<file path="src/rtl/core/blg_pkg.sv">
// Shared types, constants and helpers for the Bresenham line generator.
// Used by blg_ctrl, blg_dp and bresenham_line_generator; depends on nothing.
package blg_pkg;

	// Largest line span in pixels and the counter width that follows from it
	localparam int MAX_DIM = 64;
	localparam int CNT_W   = $clog2(MAX_DIM);

	// Fixed field widths
	localparam int COORD_W = 6;
	localparam int LIM_W   = 7;
	localparam int ERR_W   = 9;
	localparam int E2_W    = 10;

	// Register file layout
	localparam int ADDR_W  = 3;
	localparam int DATA_W  = 32;
	localparam logic REG_ROW_LIMIT = 1'b0;
	localparam logic REG_COL_LIMIT = 1'b1;
	localparam logic [LIM_W-1:0] LIMIT_RESET = LIM_W'(MAX_DIM);

	typedef enum logic [1:0] {
		ST_IDLE,
		ST_RUN,
		ST_ERR
	} state_t;

	// Controller to datapath
	typedef struct packed {
		logic load;
		logic step;
		logic show_err;
	} dp_cmd_t;

	// Datapath to controller
	typedef struct packed {
		logic last;
		logic range_bad;
	} dp_stat_t;

	// Coordinate lies at or beyond the limit; limits of MAX_DIM and up admit everything
	function automatic logic coord_bad(input logic [COORD_W-1:0] coord,
			input logic [LIM_W-1:0] lim);
		logic bad;
		bad = (lim < LIM_W'(MAX_DIM)) && ({1'b0, coord} >= lim);
		return bad;
	endfunction

endpackage

</file>
<file path="src/rtl/core/blg_ctrl.sv">
// Controller state machine of the Bresenham line generator.
// Depends on blg_pkg; drives blg_dp through dp_cmd_t and reads dp_stat_t.
module blg_ctrl (
	input  logic              clk,
	input  logic              arst_n,
	input  logic              in_valid,
	output logic              in_stall,
	output logic              out_valid,
	input  logic              out_stall,
	input  blg_pkg::dp_stat_t stat,
	output blg_pkg::dp_cmd_t  cmd
);

	blg_pkg::state_t state_q, state_n;

	// State register
	always_ff @(posedge clk or negedge arst_n) begin
		if (!arst_n) begin
			state_q <= blg_pkg::ST_IDLE;
		end else begin
			state_q <= state_n;
		end
	end

	// Next state and commands
	always_comb begin
		state_n      = state_q;
		in_stall     = 1'b1;
		out_valid    = 1'b0;
		cmd.load     = 1'b0;
		cmd.step     = 1'b0;
		cmd.show_err = 1'b0;
		unique case (state_q)
			blg_pkg::ST_IDLE: begin
				in_stall = 1'b0;
				if (in_valid) begin
					cmd.load = 1'b1;
					state_n  = stat.range_bad ? blg_pkg::ST_ERR : blg_pkg::ST_RUN;
				end
			end
			blg_pkg::ST_RUN: begin
				out_valid = 1'b1;
				if (!out_stall) begin
					if (stat.last) begin
						state_n = blg_pkg::ST_IDLE;
					end else begin
						cmd.step = 1'b1;
					end
				end
			end
			blg_pkg::ST_ERR: begin
				out_valid    = 1'b1;
				cmd.show_err = 1'b1;
				if (!out_stall) begin
					state_n = blg_pkg::ST_IDLE;
				end
			end
			default: begin
				state_n = blg_pkg::ST_IDLE;
			end
		endcase
	end

	// A stalled pixel keeps the walk in place
	a_run_hold: assert property (@(posedge clk) disable iff (!arst_n)
		(state_q == blg_pkg::ST_RUN && out_stall) |=> (state_q == blg_pkg::ST_RUN))
		else $error("walk left RUN while the pixel was stalled");

	// Only the last pixel ends the walk
	a_run_end: assert property (@(posedge clk) disable iff (!arst_n)
		(state_q == blg_pkg::ST_RUN && !stat.last) |=> (state_q == blg_pkg::ST_RUN))
		else $error("walk ended before the last pixel");

endmodule

</file>
<file path="src/rtl/core/blg_dp.sv">
// Datapath of the Bresenham line generator: range check, walk registers, error term.
// Depends on blg_pkg; commanded by blg_ctrl.
module blg_dp (
	input  logic                                clk,
	input  logic                                arst_n,
	input  blg_pkg::dp_cmd_t                    cmd,
	output blg_pkg::dp_stat_t                   stat,
	input  logic [blg_pkg::LIM_W-1:0]           row_limit,
	input  logic [blg_pkg::LIM_W-1:0]           col_limit,
	input  logic [blg_pkg::COORD_W-1:0]         start_x,
	input  logic [blg_pkg::COORD_W-1:0]         start_y,
	input  logic [blg_pkg::COORD_W-1:0]         end_x,
	input  logic [blg_pkg::COORD_W-1:0]         end_y,
	output logic [blg_pkg::COORD_W-1:0]         pixel_x,
	output logic [blg_pkg::COORD_W-1:0]         pixel_y,
	output logic                                last_pixel,
	output logic                                range_error
);

	logic [blg_pkg::COORD_W-1:0]      x_q, y_q, xe_q, ye_q, dx_q;
	logic signed [blg_pkg::COORD_W:0] dy_q;
	logic                             sx_q, sy_q;
	logic signed [blg_pkg::ERR_W-1:0] err_q;
	logic [blg_pkg::CNT_W-1:0]        cnt_q;

	logic [blg_pkg::COORD_W-1:0]      adx, ady;
	logic signed [blg_pkg::COORD_W:0] dy_init;
	logic signed [blg_pkg::E2_W-1:0]  e2, dy_ext, dx_ext;
	logic signed [blg_pkg::ERR_W-1:0] err_dx, err_dy, err_n;
	logic                             xstep, ystep, at_end;

	// Endpoint range check on the incoming segment
	assign stat.range_bad = blg_pkg::coord_bad(start_x, row_limit)
		| blg_pkg::coord_bad(end_x, row_limit)
		| blg_pkg::coord_bad(start_y, col_limit)
		| blg_pkg::coord_bad(end_y, col_limit);

	// Segment deltas at load
	always_comb begin
		adx     = (end_x > start_x) ? (end_x - start_x) : (start_x - end_x);
		ady     = (end_y > start_y) ? (end_y - start_y) : (start_y - end_y);
		dy_init = (blg_pkg::COORD_W+1)'(0) - $signed({1'b0, ady});
	end

	// Step decision from the doubled error term
	always_comb begin
		e2     = {err_q, 1'b0};
		dy_ext = blg_pkg::E2_W'(dy_q);
		dx_ext = $signed({{(blg_pkg::E2_W-blg_pkg::COORD_W){1'b0}}, dx_q});
		xstep  = (e2 >= dy_ext);
		ystep  = (e2 <= dx_ext);
		err_dx = $signed({{(blg_pkg::ERR_W-blg_pkg::COORD_W){1'b0}}, dx_q});
		err_dy = blg_pkg::ERR_W'(dy_q);
		err_n  = err_q + (xstep ? err_dy : '0) + (ystep ? err_dx : '0);
		at_end = (x_q == xe_q) && (y_q == ye_q);
	end

	// Last pixel: endpoint reached, span exhausted, or a step would overrun
	assign stat.last = at_end
		|| (cnt_q == blg_pkg::CNT_W'(blg_pkg::MAX_DIM - 1))
		|| (xstep && (x_q == xe_q))
		|| (ystep && (y_q == ye_q));

	// Walk registers: load a segment, advance one pixel per step
	always_ff @(posedge clk) begin
		if (cmd.load) begin
			x_q   <= start_x;
			y_q   <= start_y;
			xe_q  <= end_x;
			ye_q  <= end_y;
			dx_q  <= adx;
			dy_q  <= dy_init;
			sx_q  <= (start_x < end_x);
			sy_q  <= (start_y < end_y);
			err_q <= $signed({{(blg_pkg::ERR_W-blg_pkg::COORD_W){1'b0}}, adx})
				+ blg_pkg::ERR_W'(dy_init);
			cnt_q <= '0;
		end else if (cmd.step) begin
			if (xstep) begin
				x_q <= sx_q ? (x_q + 1'b1) : (x_q - 1'b1);
			end
			if (ystep) begin
				y_q <= sy_q ? (y_q + 1'b1) : (y_q - 1'b1);
			end
			err_q <= err_n;
			cnt_q <= cnt_q + 1'b1;
		end
	end

	// Result fields; the error result carries zero coordinates
	assign pixel_x     = cmd.show_err ? '0 : x_q;
	assign pixel_y     = cmd.show_err ? '0 : y_q;
	assign last_pixel  = cmd.show_err | stat.last;
	assign range_error = cmd.show_err;

	// Every step moves at least one coordinate
	a_step_moves: assert property (@(posedge clk) disable iff (!arst_n)
		cmd.step |=> (($past(x_q) != x_q) || ($past(y_q) != y_q)))
		else $error("step left the pixel in place");

endmodule

</file>
<file path="src/rtl/core/bresenham_line_generator.sv">
// Top level of the Bresenham line generator: register port, controller, datapath.
// Depends on blg_pkg, blg_ctrl and blg_dp.
//
//  channel   | handshake             | payload
//  ----------+-----------------------+-------------------------------------------
//  segment   | in_valid / in_stall   | start_x, start_y, end_x, end_y
//  pixel     | out_valid / out_stall | pixel_x, pixel_y, last_pixel, range_error
//  registers | APB psel/penable      | row_limit @0x0, col_limit @0x4
//
// A segment is taken while idle, then one pixel transfers per cycle unless out_stall
// holds it: a line of n pixels (n = max(|dx|,|dy|)+1, at most 64) is walked by
// the single walk unit, stepping the error term once per pixel.
// An out-of-range segment gives a single error transfer.
// Reset returns the controller to idle and both limits to 64.
// out_stall holds the current pixel and freezes the walk; in_stall is high
// whenever a segment is in progress.
module bresenham_line_generator (
	input  logic                          clk,
	input  logic                          arst_n,
	input  logic                          psel,
	input  logic                          penable,
	input  logic                          pwrite,
	input  logic [blg_pkg::ADDR_W-1:0]    paddr,
	input  logic [blg_pkg::DATA_W-1:0]    pwdata,
	output logic [blg_pkg::DATA_W-1:0]    prdata,
	output logic                          pready,
	input  logic                          in_valid,
	output logic                          in_stall,
	input  logic [blg_pkg::COORD_W-1:0]   start_x,
	input  logic [blg_pkg::COORD_W-1:0]   start_y,
	input  logic [blg_pkg::COORD_W-1:0]   end_x,
	input  logic [blg_pkg::COORD_W-1:0]   end_y,
	output logic                          out_valid,
	input  logic                          out_stall,
	output logic [blg_pkg::COORD_W-1:0]   pixel_x,
	output logic [blg_pkg::COORD_W-1:0]   pixel_y,
	output logic                          last_pixel,
	output logic                          range_error
);

	logic [blg_pkg::LIM_W-1:0] row_limit_q, col_limit_q;
	logic                      reg_sel;
	blg_pkg::dp_cmd_t          cmd;
	blg_pkg::dp_stat_t         stat;

	assign pready  = 1'b1;
	assign reg_sel = paddr[2];

	// Limit registers, written on the access phase
	always_ff @(posedge clk or negedge arst_n) begin
		if (!arst_n) begin
			row_limit_q <= blg_pkg::LIMIT_RESET;
			col_limit_q <= blg_pkg::LIMIT_RESET;
		end else if (psel && penable && pwrite && pready) begin
			unique case (reg_sel)
				blg_pkg::REG_ROW_LIMIT: row_limit_q <= pwdata[blg_pkg::LIM_W-1:0];
				blg_pkg::REG_COL_LIMIT: col_limit_q <= pwdata[blg_pkg::LIM_W-1:0];
				default: ;
			endcase
		end
	end

	// Read back
	always_comb begin
		unique case (reg_sel)
			blg_pkg::REG_ROW_LIMIT: prdata = blg_pkg::DATA_W'(row_limit_q);
			blg_pkg::REG_COL_LIMIT: prdata = blg_pkg::DATA_W'(col_limit_q);
			default:                prdata = '0;
		endcase
	end

	blg_ctrl u_ctrl (
		.clk       (clk),
		.arst_n    (arst_n),
		.in_valid  (in_valid),
		.in_stall  (in_stall),
		.out_valid (out_valid),
		.out_stall (out_stall),
		.stat      (stat),
		.cmd       (cmd)
	);

	blg_dp u_dp (
		.clk         (clk),
		.arst_n      (arst_n),
		.cmd         (cmd),
		.stat        (stat),
		.row_limit   (row_limit_q),
		.col_limit   (col_limit_q),
		.start_x     (start_x),
		.start_y     (start_y),
		.end_x       (end_x),
		.end_y       (end_y),
		.pixel_x     (pixel_x),
		.pixel_y     (pixel_y),
		.last_pixel  (last_pixel),
		.range_error (range_error)
	);

	// An error result is a single, last transfer with zero coordinates
	a_err_result: assert property (@(posedge clk) disable iff (!arst_n)
		(out_valid && range_error) |-> (last_pixel && pixel_x == '0 && pixel_y == '0))
		else $error("error result is malformed");

	// An accepted segment always produces a result next cycle
	a_accept_out: assert property (@(posedge clk) disable iff (!arst_n)
		(in_valid && !in_stall) |=> out_valid)
		else $error("accepted segment produced no result");

endmodule

</file>
<file path="config.mk">
export PLATFORM = sky130hd
export DESIGN_NAME = bresenham_line_generator
export DESIGN_NICKNAME = d
export VERILOG_FILES = /design/src/rtl/core/blg_pkg.sv /design/src/rtl/core/blg_ctrl.sv /design/src/rtl/core/blg_dp.sv /design/src/rtl/core/bresenham_line_generator.sv
export SDC_FILE = /design/constraint.sdc
export NUM_CORES = 1
export LEC_CHECK = 0
export ABC_AREA = 1
export BUFFER_PORTS_ARGS = -buffer_cell sky130_fd_sc_hd__buf_2
export CAP_MARGIN = 40
export CORE_ASPECT_RATIO = 0.6
export CORE_MARGIN = 2
export CORE_UTILIZATION = 61
export CTS_CLUSTER_SIZE = 16
export DETAILED_ROUTE_END_ITERATION = 8
export PLACE_DENSITY = 0.83
export RECOVER_POWER = 100
export SLEW_MARGIN = 20
export SYNTH_ARGS = -nofsm -noshare
export SYNTH_HDL_FRONTEND = slang
export SYNTH_HIERARCHICAL = 1
export SYNTH_SLANG_ARGS = --single-unit
export TNS_END_PERCENT = 5
</file>
<file path="constraint.sdc">
create_clock -name clk -period 9.8 [get_ports clk]
set_clock_uncertainty 0.15 [all_clocks]
set_input_delay 0.49 -clock clk [delete_from_list [all_inputs] [get_ports clk]]
set_output_delay 0.49 -clock clk [all_outputs]
set_load 0.005 [all_outputs]
</file>
=== Word-level counts from Yosys, hierarchy flattened ===
Index checks and enable logic that the tools add are counted.

* Bits in registers: 70
* Output and inout port bits: 49

* Magnitude comparators: 12
* $add $sub $neg: 13
* Reduce and logical (&&, ||, !) cells: 22
* Equal/unequal tests: 9
* Bitwise operators: 5
* Multiplexer cells: 31

{| class="wikitable"
|+ Operators by type and width
! cell !! count
|-
| $mux 6 || 13
|-
| $pmux 32 s2 || 1
|-
| $ge 6x7->1 || 4
|-
| $mux 9 || 3
|-
| $sub 6x6->6 || 4
|-
| $add 6x1->6 const B || 3
|-
| $add 9x9->9 || 2
|-
| $lt 7x7->1 const B || 2
|-
| $eq 6x6->1 || 2
|-
| $gt 6x6->1 || 2
|-
| $lt 6x6->1 || 2
|-
| $sub 6x1->6 const B || 2
|-
| $ge 10x7->1 || 1
|-
| $le 10x7->1 || 1
|-
| $mux 2 || 5
|-
| $logic_and 1x1->1 || 9
|-
| $add 7x7->8 || 1
|-
| $mux 1 || 8
|-
| $reduce_and 2->1 || 4
|-
| $sub 1x6->7 const A || 1
|-
| $eq 6x6->1 const B || 1
|-
| $ne 2x2->1 const B || 3
|-
| $pmux 2 s3 || 1
|-
| $reduce_bool 2->1 || 3
|-
| 9 further kinds || 14
|}

=== Logic depth before layout (Yosys ltp) ===
Gate-level depths: netlist of the first run.

* Depth in word-level cells: 10
* Gate-level depth with buffers: 26
* Mapped depth without buffers: 26

=== Hierarchy ===
Netlist of the first run, hierarchy kept.

{| class="wikitable"
|+ Modules (own cells, without submodules)
! module !! area an instance (um^2) !! cells an instance !! times used
|-
| blg_dp || 5577.8 || 719 || 1
|-
| bresenham_line_generator || 877.1 || 115 || 1
|-
| blg_ctrl || 186.4 || 28 || 1
|}

=== Worst setup path before layout of the first run ===
No wires, ideal clock.

* Path kind: register to register
* Start: register u_dp/dy_q[6] (netlist bit)
* End: register u_dp/err_q[7] (netlist bit) (data pin)
* Arrival time: 3231 ps
* Setup slack: 6164 ps
* Required time: 9395 ps
* Period minus slack after synthesis: 3636 ps
* Stages on the path, launching flop included: 25
* Setup time: 255 ps
* Cell sequence: edfxtp_1 > inv_1 > ha_1 > nand2_1 > nor2_1 > nand3_1 > nand3_1 > nand2_1 > nand2_1 > inv_1 > nor2_1 > fa_1 > ha_1 > inv_1 > fa_1 > inv_1 > nand2_1 > nand2_1 > a21oi_1 > o21ai_0 > nand2_1 > nand2_1 > or2_2 > nand3_1 > nand2_1

* Longest elaborated chain between the ends: 6

{| class="wikitable"
|+ RTL lines
! element !! RTL line !! RTL
|-
| start: declaration || blg_dp.sv:21 || <nowiki>logic signed [blg_pkg::COORD_W:0] dy_q;</nowiki>
|-
| start signal: assignment || blg_dp.sv:72 || <nowiki>dy_q <= dy_init;</nowiki>
|-
| $ge 10x7->1 || blg_dp.sv:50 || <nowiki>xstep = (e2 >= dy_ext);</nowiki>
|-
| $mux 9 * || blg_dp.sv:54 || <nowiki>err_n = err_q + (xstep ? err_dy : '0) + (ystep ? err_dx : '0);</nowiki>
|-
| $add 9x9->9 * (2 in series) || blg_dp.sv:54 ||
|-
| $mux 9 * || blg_dp.sv:78 || <nowiki>end else if (cmd.step) begin</nowiki>
|-
| $mux 9 * || blg_dp.sv:66 || <nowiki>if (cmd.load) begin</nowiki>
|-
| end signal: assignment || blg_dp.sv:75 || <nowiki>err_q <= $signed({{(blg_pkg::ERR_W-blg_pkg::COORD_W){1'b0}}, adx})</nowiki>
|-
| end signal: assignment || blg_dp.sv:85 || <nowiki>err_q <= err_n;</nowiki>
|-
| end: declaration || blg_dp.sv:23 || <nowiki>logic signed [blg_pkg::ERR_W-1:0] err_q;</nowiki>
|}

Every way passes the cells marked *; elsewhere a longest branch is shown, timed or not. The select of a mux whose other input is x is not followed.
A chain may end at the register's enable or synchronous reset.

==> run_results.csv, run 1 <==
group,metric,value,unit
logic_synthesis,ys_ff_latch,70,
worst_hold_path,hold_end,"u_dp/ye_q[0]",
clock_tree,h-tree-depth,3,
logic_synthesis,yosys-top-cells-area,"edfxtp_1 22%, ha_1 17%, nand2_1 11%",
setup_path,r2r-end,"u_dp/x_q[1]",
timing,slew_headroom,-0.518,
outcome,status,"finished, violations left",
logic_synthesis,yosysMostFrequentCell,"nand2_1",
run,drv_cap,1,
logic_synthesis,synth_top_area_share,0.217,
setup_path,critical_path_class,"flop to flop",
power,clkPwrFrac,0.170,
placement,place_ws,5.65,ns
worst_hold_path,holdPathStages,1,
timing,layout_setup_ws,4.50,ns
placement,io_buffers,61,
timing,setup-tns-final,0,ns
layout,nets,1094,
clock_tree,numCtsBuffers,9,
layout,syn_to_final_growth,8.52,%
setup_path,endpoint_kind,"flop",
global_route,grt-ovfl-total,0,
setup_path,r2r_cells,9,
timing,finalCritPeriodShare,0.540,
logic_synthesis,yosys-top-cells-count,"186 x nand2_1, 155 x inv_1, 90 x ha_1",
timing,rsz0062_at_grt,"false",
clock_tree,clk_pin_slew,0.06,ns
logic_synthesis,synth.cell_area,6640,sq um
logic_synthesis,synth-edff-count,48,
timing,finalMaxSlewViolations,44,
clock_tree,cts.sinks,70,
detailed_routing,drtIter0Drc,508,
power,p_comb_frac,0.563,
floorplan,rows,29,
detailed_routing,drt-pass1-iter-count,7,
logic_synthesis,synthArstFlopShare,0.229,
power,ir_drop,0.166,mV
detailed_routing,vias_per_cell,5.36,
detailed_routing,ant_nets,0,
floorplan,pin_count,115,
global_route,first_global_vias,5028,
setup_path,crit_fanout,43,
timing,setup_viol,0,
logic_synthesis,ys_warn_count,6,
power,power.leakage,3.85,nW
placement,dpl.hpwl,12.3,mm
detailed_routing,via_count,5725,
clock_tree,insertion_delay,0.34,ns
power,p_sw,0.939,mW
detailed_routing,wirelength,15.6,mm
timing,hold_viol_final,0,
setup_path,critPathLaunchType,"flop",
layout,fin_area,7210,sq um
floorplan,fp.dieW,139,microns
clock_tree,cts-root-buf,"clkbuf_16",
power,swShare,0.449,
setup_path,timing.rr.start,"u_ctrl/state_q[0]",
worst_hold_path,hold_path.startpoint,"end_y[0]",
global_route,antenna_found_initial,0,
floorplan,die_area,11800,sq um
setup_path,ff2ff_setup_slack,4.50,ns
logic_synthesis,ys_types,49,
global_route,grt_pass1_wl,25.1,mm
clock_tree,post_cts_buffers,0,
timing,period_needed,5.30,ns
detailed_routing,routedWlPerCell,14.6,microns
global_route,grt_max_degree,44,
detailed_routing,drcViolationCount,0,
worst_hold_path,hold_class,"input port to flop",
logic_synthesis,yosysTopAreaCell,"edfxtp_1",
floorplan,core-area,10600,sq um
clock_tree,cts_buffer_depth,2,
logic_synthesis,avgSynthCellArea,7.70,sq um
placement,gp_congestion,0.920,
power,p_int,1.15,mW
setup_path,cp.required,9.67,ns
global_route,grt_usage,0.269,
timing,clock.fmax,189,MHz
logic_synthesis,synth_flop_cell,"edfxtp_1",
floorplan,die_h,84.8,microns
power,p_per_area,290,nW/um^2
logic_synthesis,syn_inst,862,
placement,placed_cell_area,6980,sq um
outcome,violations,"max-capacitance violations, max-slew violations",
logic_synthesis,ys_seq_area_frac,0.296,
setup_path,cp.arrival,5.16,ns
layout,drive_above_1_share,0.0840,
layout,n_antenna_cell,0,
timing,worst_slew_pin_slew,2.28,ns
clock_tree,cts_tree,"yes",
power,seqPwrFrac,0.267,
floorplan,initial_core_util,0.627,
==> cell type report <==
class | count | area, sq um
Fill cell | 896 | 3390
Clock inverter | 4 | 51.3
Multi-Input combinational cell | 616 | 3830
Sequential cell | 70 | 1960
Clock buffer | 12 | 279
Inverter | 161 | 604
Tap cell | 139 | 174
Timing Repair Buffer | 66 | 305
==> per-layer routing <==
layer	global-route usage	part of all wire	vias up
met5	0	0	-
met4	0.0514	0.0078	0
met3	0.0688	0.091	16
met2	0.383	0.41	232
met1	0.416	0.49	2612
li1	-	-	2865
==> how the worst max path moves through the flow <==
stage,startpoint,end,slack [ns],cells past startpoint
2_1_floorplan,u_dp/dy_q[6],u_dp/err_q[7],6.16,24
3_3_place_gp,u_dp/err_q[4],u_dp/x_q[0],5.71,13
3_5_place_dp,u_dp/err_q[4],u_dp/err_q[6],5.65,19
4_1_cts,u_dp/dy_q[6],u_dp/err_q[7],5.63,24
5_1_grt,u_ctrl/state_q[0],u_dp/x_q[1],4.05,9
6_report,u_ctrl/state_q[0],u_dp/x_q[1],4.50,9
==> worst max-delay path: stages, from the launching register on <==
cell and delay, ns:
dfrtp_1 0.40, inv_1 0.09, ha_1 0.21, nand2_1 0.07
inv_1 0.05, clkbuf_1 1.61, clkinv_1 1.02, clkbuf_1 0.61
o21ai_0 0.43, clkbuf_1 0.30
==> metrics by stage <==
step	hold WS, ns	power, mW	instances	utilization
global route	0.256	2.29	1068	0.680
CTS	0.196	2.10	1068	0.691
global placement	0.269	1.66	1048	0.655
detailed placement	0.267	1.72	1051	0.659
finish	0.245	2.09	1068	0.680
floorplan	0.0444	1.41	886	-
==> placed cells by master, fill, tap and decap left out, drive strengths merged, types with 6 or more instances in the layout <==
cell    instances
fa             14
conb           26
edfxtp         48
nor3            6
nor2           77
clkbuf         48
ha             90
nand3          53
nand4          14
o21ai          44
buf            29
a21oi          43
dfrtp          14
o22ai           6
nand2         194
dfxtp           6
xor2           16
inv           160
==> registers in the layout (all words and copies together) (netlist names) <==
name / count
u_dp/cnt_q: 6
u_dp/y_q: 6
row_limit_q: 7
u_ctrl/state_q: 2
col_limit_q: 7
u_dp/sx_q: 1
u_dp/x_q: 6
u_dp/ye_q: 6
u_dp/sy_q: 1
u_dp/dy_q: 7
u_dp/err_q: 9
u_dp/dx_q: 6
u_dp/xe_q: 6
==> what timing repair did <==
action | in CTS | in global routing
hold buffers | 1 | 0
endpoints found under the hold margin | 14 | 0
gates resized for setup | 0 | 0
==> power groups by stage <==
stage / Sequential [mW] / Clock [mW] / Combinational, mW
after floorplan: 0.533 / 0 / 0.873
after CTS: 0.554 / 0.362 / 1.18
after global placement: 0.558 / 0 / 1.10
after global routing: 0.572 / 0.375 / 1.34
final: 0.559 / 0.356 / 1.18
after detailed placement: 0.560 / 0 / 1.16
==> logic make-up after synthesis <==
kind of cell,share of synthesized area
simple gates,0.237
buf+inv,0.132
compound gates,0.0919
fa+ha+maj,0.212
flops,0.296
xor+xnor,0.0264
other cells,0.00113
mux,0.00339
Note: power is estimated with default switching activity, not from simulation.
==> inputs of run 2 (changes only) <==
--- a/config.mk
+++ b/config.mk
@@ -10,10 +10,10 @@
 export CAP_MARGIN = 40
 export CORE_ASPECT_RATIO = 0.6
 export CORE_MARGIN = 2
-export CORE_UTILIZATION = 61
+export CORE_UTILIZATION = 52
 export CTS_CLUSTER_SIZE = 16
 export DETAILED_ROUTE_END_ITERATION = 8
-export PLACE_DENSITY = 0.83
+export PLACE_DENSITY = 0.75
 export RECOVER_POWER = 100
 export SLEW_MARGIN = 20
 export SYNTH_ARGS = -nofsm -noshare
==> constraint.sdc (replaced) <==
create_clock -name clk -period 4.45 [get_ports clk]
set_clock_uncertainty 0.15 [all_clocks]
set_input_delay 0.2225 -clock clk [delete_from_list [all_inputs] [get_ports clk]]
set_output_delay 0.2225 -clock clk [all_outputs]
set_load 0.005 [all_outputs]
==> run_results.csv, run 2 (synthesis gave the netlist of run 1 again) <==
group,metric,value,unit
outcome,status,"finished clean",
timing,worst_slew_pin_slew,1.21,ns
detailed_routing,via_count,5711,
run,drv_cap,0,
placement,io_buffers,61,
layout,drive_above_1_share,0.0813,
worst_hold_path,hold_path.startpoint,"start_x[0]",
timing,clock.fmax,245,MHz
setup_path,slowest_stage,"fa_1",
clock_tree,cts_tree,"yes",
timing,hold_viol_final,0,
layout,fin_util,0.601,
layout,multi_input_area,3850,sq um
timing,finalCritPeriodShare,0.917,
placement,place_ws,0.455,ns
setup_path,crit_start,"u_dp/dy_q[6]",
power,ir_drop,0.281,mV
setup_path,timing.rr.start,"u_dp/dy_q[6]",
clock_tree,numCtsBuffers,9,
worst_hold_path,hold_class,"input port to flop",
clock_tree,insertion_delay,0.34,ns
setup_path,endpoint_kind,"flop",
layout,fillers,1129,
detailed_routing,wirelength,16.1,mm
floorplan,rows,31,
floorplan,core-area,12300,sq um
setup_path,critPathLaunchType,"flop",
clock_tree,cts-root-buf,"clkbuf_16",
placement,dpl.hpwl,12.7,mm
timing,holdWs,0.0740,ns
layout,largest_register_ffs,9,
clock_tree,post_cts_buffers,0,
layout,n_antenna_cell,0,
setup_path,crit_fanout,5,
floorplan,die_h,91.5,microns
floorplan,fp.dieW,150,microns
global_route,grt-ovfl-total,0,
layout,layout_commonest_cell,"nand2_1",
layout,syn_to_final_growth,11.0,%
clock_tree,cts.sinks,70,
detailed_routing,drt-pass1-iter-count,5,
detailed_routing,drtIter0Drc,532,
setup_path,cp.arrival,4.03,ns
setup_path,cp_num_buf_inv,4,
power,power.leakage,3.90,nW
layout,regMostFlops,"u_dp/err_q",
timing,finalMaxSlewViolations,0,
timing,period_needed,4.08,ns
setup_path,crit_chain,"inv_1 > ha_1 > nand2_1 > nor2_1 > nand3_1 > nand3_1 > nand2_1 > nand2_1 > inv_1 > nor2_1 > fa_1 > ha_1 > inv_1 > fa_1 > inv_1 > nand2_1 > nand2_1 > a21oi_1 > o21ai_0 > nand2_1 > nand2_1 > or2_2 > nand3_1 > nand2_1",
floorplan,pin_count,115,
timing,slew_headroom,0.190,
global_route,antenna_found_initial,0,
timing,setup_viol,0,
detailed_routing,ant_nets,0,
clock_tree,cts_buffer_depth,2,
detailed_routing,routedWlPerCell,14.5,microns
detailed_routing,vias_per_cell,5.14,
timing,rsz0062_at_grt,"false",
layout,final_cell_mix,"187 x nand2_1, 157 x inv_1, 90 x ha_1, 72 x nor2_1, 52 x nand3_1",
setup_path,cp_top_family,"simple AND/OR/NAND/NOR gates",
layout,seq_area,1960,sq um
setup_path,cp.required,4.39,ns
clock_tree,clk_pin_slew,0.06,ns
global_route,grt_pass1_wl,26.5,mm
global_route,first_global_vias,5260,
placement,gp_congestion,0.890,
floorplan,die_area,13700,sq um
timing,setup-tns-final,0,ns
setup_path,path_common_cell,"nand2_1",
global_route,grt_usage,0.248,
layout,nets,1112,
global_route,grt_max_degree,44,
setup_path,critPathMaxStageDelay,0.44,ns
clock_tree,h-tree-depth,3,
detailed_routing,drcViolationCount,0,
floorplan,initial_core_util,0.542,
setup_path,critical_path_class,"flop to flop",
timing,layout_setup_ws,0.367,ns
power,p_per_area,610,nW/um^2
-- run 2: changes by cell type in the layout (fill, tap and decap cells not counted), moves of 3 or more --
cell and change:
clkbuf_2 -9, dlygate4sd3_1 +16, inv_4 +3, buf_2 +4
clkbuf_1 +5
-- run 2: path summary, 6_finish.rpt --
| path | to | slack, ns | cells after the start |
|---|---|---|---|
| worst max-delay path | u_dp/err_q[7] | 0.37 | 24 |
| worst min-delay path | u_dp/x_q[0] | 0.07 | 3 |
| worst max register to register | u_dp/err_q[7] | 0.37 | 24 |
| worst min register to register | col_limit_q[6] | 0.33 | 2 |
| max in group asynchronous | col_limit_q[1] | 3.25 | 2 |
| min in group asynchronous | col_limit_q[3] | 0.37 | 2 |
-- run 2: where the power goes --
group          switching [mW]  total [mW]  internal, mW
combinational            1.60        2.60         0.996
sequential              0.188        1.23          1.04
clock                   0.288       0.669         0.381
-- run 2: area by class of cell --
class                   instances  area share
well taps                     165      0.0280
clock buffers                  10      0.0311
inverters                     161      0.0820
multi-input cells             616       0.522
flip-flops and latches         70       0.266
repair buffers                 84      0.0643
clock inverters                 6     0.00594
-- run 2: stage by stage --
step / power [mW] / instance area [sq um] / cells
3_5_place_dp: 3.80 / 7010 / 1079
2_1_floorplan: 3.10 / 6730 / 886
5_1_grt: 4.97 / 7370 / 1112
4_1_cts: 4.52 / 7460 / 1112
6_report: 4.50 / 7370 / 1112
3_3_place_gp: 3.71 / 7010 / 1079
-- run 2: layer usage --
metal  vias up  global-route usage  share of wire
met5         -                   0              0
met4         0              0.0393         0.0071
met3        10              0.0492          0.070
met2       182               0.357           0.41
met1      2616               0.386           0.51
li1       2903                   -              -
-- run 2: tightest hold or removal path, cell delays in order --
cell	delay, ns
buf_2	0.11
nand2_1	0.05
o21ai_0	0.07
-- run 2: timing repair --
item	4_1_cts	5_1_grt
endpoints found under the setup margin	0	2
resized for setup	0	1
hold endpoints to repair	35	0
hold buffers	17	0
==> inputs of run 3 (changes only) <==
--- a/config.mk
+++ b/config.mk
@@ -6,14 +6,14 @@
 export NUM_CORES = 1
 export LEC_CHECK = 0
 export ABC_AREA = 1
-export BUFFER_PORTS_ARGS = -buffer_cell sky130_fd_sc_hd__buf_2
 export CAP_MARGIN = 40
 export CORE_ASPECT_RATIO = 0.6
 export CORE_MARGIN = 2
-export CORE_UTILIZATION = 52
+export CORE_UTILIZATION = 59
 export CTS_CLUSTER_SIZE = 16
 export DETAILED_ROUTE_END_ITERATION = 8
-export PLACE_DENSITY = 0.75
+export DONT_BUFFER_PORTS = 1
+export PLACE_DENSITY_LB_ADDON = 0.15
 export RECOVER_POWER = 100
 export SLEW_MARGIN = 20
 export SYNTH_ARGS = -nofsm -noshare
==> constraint.sdc (replaced) <==
create_clock -name clk -period 3.29 [get_ports clk]
set_clock_uncertainty 0.15 [all_clocks]
set_input_delay 0.1645 -clock clk [delete_from_list [all_inputs] [get_ports clk]]
set_output_delay 0.1645 -clock clk [all_outputs]
set_load 0.005 [all_outputs]
==> run_results.csv, run 3 (synthesis gave the netlist of run 1 again) <==
group,metric,value,unit
timing,layout_setup_ws,-0.484,ns
setup_path,critical_path_class,"flop to flop",
layout,stdcell_count,1131,
setup_path,crit_chain,"ha_4 > a21o_1 > a21oi_2 > o21ai_1 > o31ai_2 > a21oi_2 > nor2_2 > fa_2 > ha_1 > nand3_1 > nand3_1 > nand2_1 > inv_1 > o21ai_1 > nand2_1 > or2_2 > nand3_1 > nand2_1",
layout,fin_area,8220,sq um
clock_tree,h-tree-depth,3,
power,seqPwrFrac,0.218,
global_route,grt_usage,0.319,
setup_path,critPathMaxStageDelay,0.64,ns
floorplan,core-area,10800,sq um
timing,rsz0062_at_grt,"true",
detailed_routing,drt-met1-wl,8.47,mm
power,power.total,7.63,mW
timing,holdWs,0.0124,ns
clock_tree,numCtsBuffers,9,
timing,setup_viol,7,
clock_tree,cts.sinks,70,
timing,slew_headroom,0.404,
layout,drive_above_1_share,0.164,
clock_tree,cts_tree,"yes",
placement,io_buffers,0,
clock_tree,cts_buffer_depth,2,
placement,place_ws,-0.429,ns
power,p_comb_frac,0.636,
power,clkPwrFrac,0.146,
timing,clock.fmax,265,MHz
timing,finalMaxSlewViolations,0,
detailed_routing,ant_nets,0,
clock_tree,cts-root-buf,"clkbuf_16",
global_route,antenna_found_initial,0,
global_route,first_global_vias,6034,
layout,syn_to_final_growth,23.7,%
layout,n_antenna_cell,0,
power,p_sw,3.34,mW
global_route,grt-ovfl-total,0,
detailed_routing,routedWlPerCell,17.0,microns
detailed_routing,drt-pass1-iter-count,5,
timing,period_needed,3.77,ns
outcome,violations,"negative setup slack",
timing,worst_slew_pin_slew,0.891,ns
worst_hold_path,hold_class,"input port to flop",
setup_path,crit_fanout,4,
detailed_routing,top_layer,"met4",
setup_path,slowest_stage,"fa_2",
setup_path,cp.arrival,3.72,ns
power,swShare,0.438,
detailed_routing,vias_per_cell,5.53,
outcome,status,"finished, violations left",
floorplan,initial_core_util,0.616,
timing,hold_viol_final,0,
layout,regMostFlops,"u_dp/err_q",
placement,gp_congestion,0.931,
detailed_routing,drcViolationCount,0,
global_route,grt_max_degree,43,
detailed_routing,wirelength,19.2,mm
timing,finalCritPeriodShare,1.15,
clock_tree,clk_pin_slew,0.06,ns
worst_hold_path,holdPathStages,2,
setup_path,r2r_cells,18,
detailed_routing,routed-wl-met3,1.90,mm
floorplan,rows,29,
placement,dpl.hpwl,13.8,mm
layout,layout_commonest_cell,"nand2_1",
timing,setup-tns-final,-2.55,ns
detailed_routing,route.met2.wl,8.53,mm
clock_tree,insertion_delay,0.34,ns
floorplan,die_area,12100,sq um
detailed_routing,drtIter0Drc,619,
setup_path,critPathLaunchType,"flop",
layout,final_cell_mix,"182 x nand2_1, 150 x inv_1, 81 x ha_1, 80 x buf_4, 66 x nor2_1",
power,p_per_area,928,nW/um^2
layout,nets,1157,
global_route,grt_pass1_wl,30.3,mm
setup_path,endpoint_kind,"flop",
detailed_routing,via_count,6251,
placement,placed_cells,1057,
power,power.leakage,4.25,nW
layout,largest_register_ffs,9,
floorplan,fp.dieW,141,microns
power,ir_drop,0.684,mV
run,drv_cap,0,
setup_path,cp.required,3.23,ns
layout,fin_util,0.763,
floorplan,die_h,86.2,microns
power,p_int,4.29,mW
floorplan,pin_count,115,
placement,placed_cell_area,7190,sq um
run 3: cell count changes in the layout (fill, tap and decap cells not counted), sizes merged:
cell	previous run	this run
buf	35	81
bufinv	0	1
clkbuf	42	16
clkinvlp	1	0
inv	164	161
dlygate4sd3	17	45
run 3: metal layers:
layer  vias up  track usage
li1       2996            -
met1      2896        0.437
met2       322        0.518
met3        37       0.0834
met4         0       0.0727
met5         -            0
run 3: final timing paths:
check                           slack (ns)           from           endpoint
max in group asynchronous             2.34         arst_n  u_ctrl/state_q[1]
worst min register to register        0.33  u_dp/cnt_q[0]      u_dp/cnt_q[0]
min in group asynchronous             0.18         arst_n  u_ctrl/state_q[0]
worst min-delay path                  0.01     start_y[2]        u_dp/y_q[2]
worst max-delay path                 -0.48  u_dp/err_q[3]      u_dp/err_q[6]
worst max register to register       -0.48  u_dp/err_q[3]      u_dp/err_q[6]
run 3: power groups by stage:
stage	Clock (mW)	Sequential [mW]	Combinational, mW
2_1_floorplan	0	1.59	2.64
3_3_place_gp	0	1.64	3.77
3_5_place_dp	0	1.65	3.95
4_1_cts	1.12	1.65	4.29
5_1_grt	1.15	1.70	5.33
6_report	1.11	1.66	4.85
run 3: what timing repair did:
item,in CTS,in global routing
pin swaps,21,18
setup endpoints to repair,6,31
resized for setup,25,17
hold buffers,45,0
setup buffers,7,6
endpoints found under the hold margin,53,0
cloned,0,0
run 3: worst max-delay path: cells and delay by family, from the launching register on:
| kind | cells | cell delay, ns |
|---|---|---|
| AOI/OAI and AO/OA | 6 | 0.80 |
| buffers and inverters | 1 | 0.05 |
| adders and majority gates | 3 | 1.21 |
| DFF | 1 | 0.48 |
| and+or+nand+nor | 8 | 0.85 |
run 3: area by class of cell:
cell class              instances  area (sq um)
clock inverters                 3          42.5
multi-input cells             616          4050
fillers                       773          2560
well taps                     139           174
flip-flops and latches         70          1960
inverters                     161           607
repair buffers                129          1080
clock buffers                  13           303
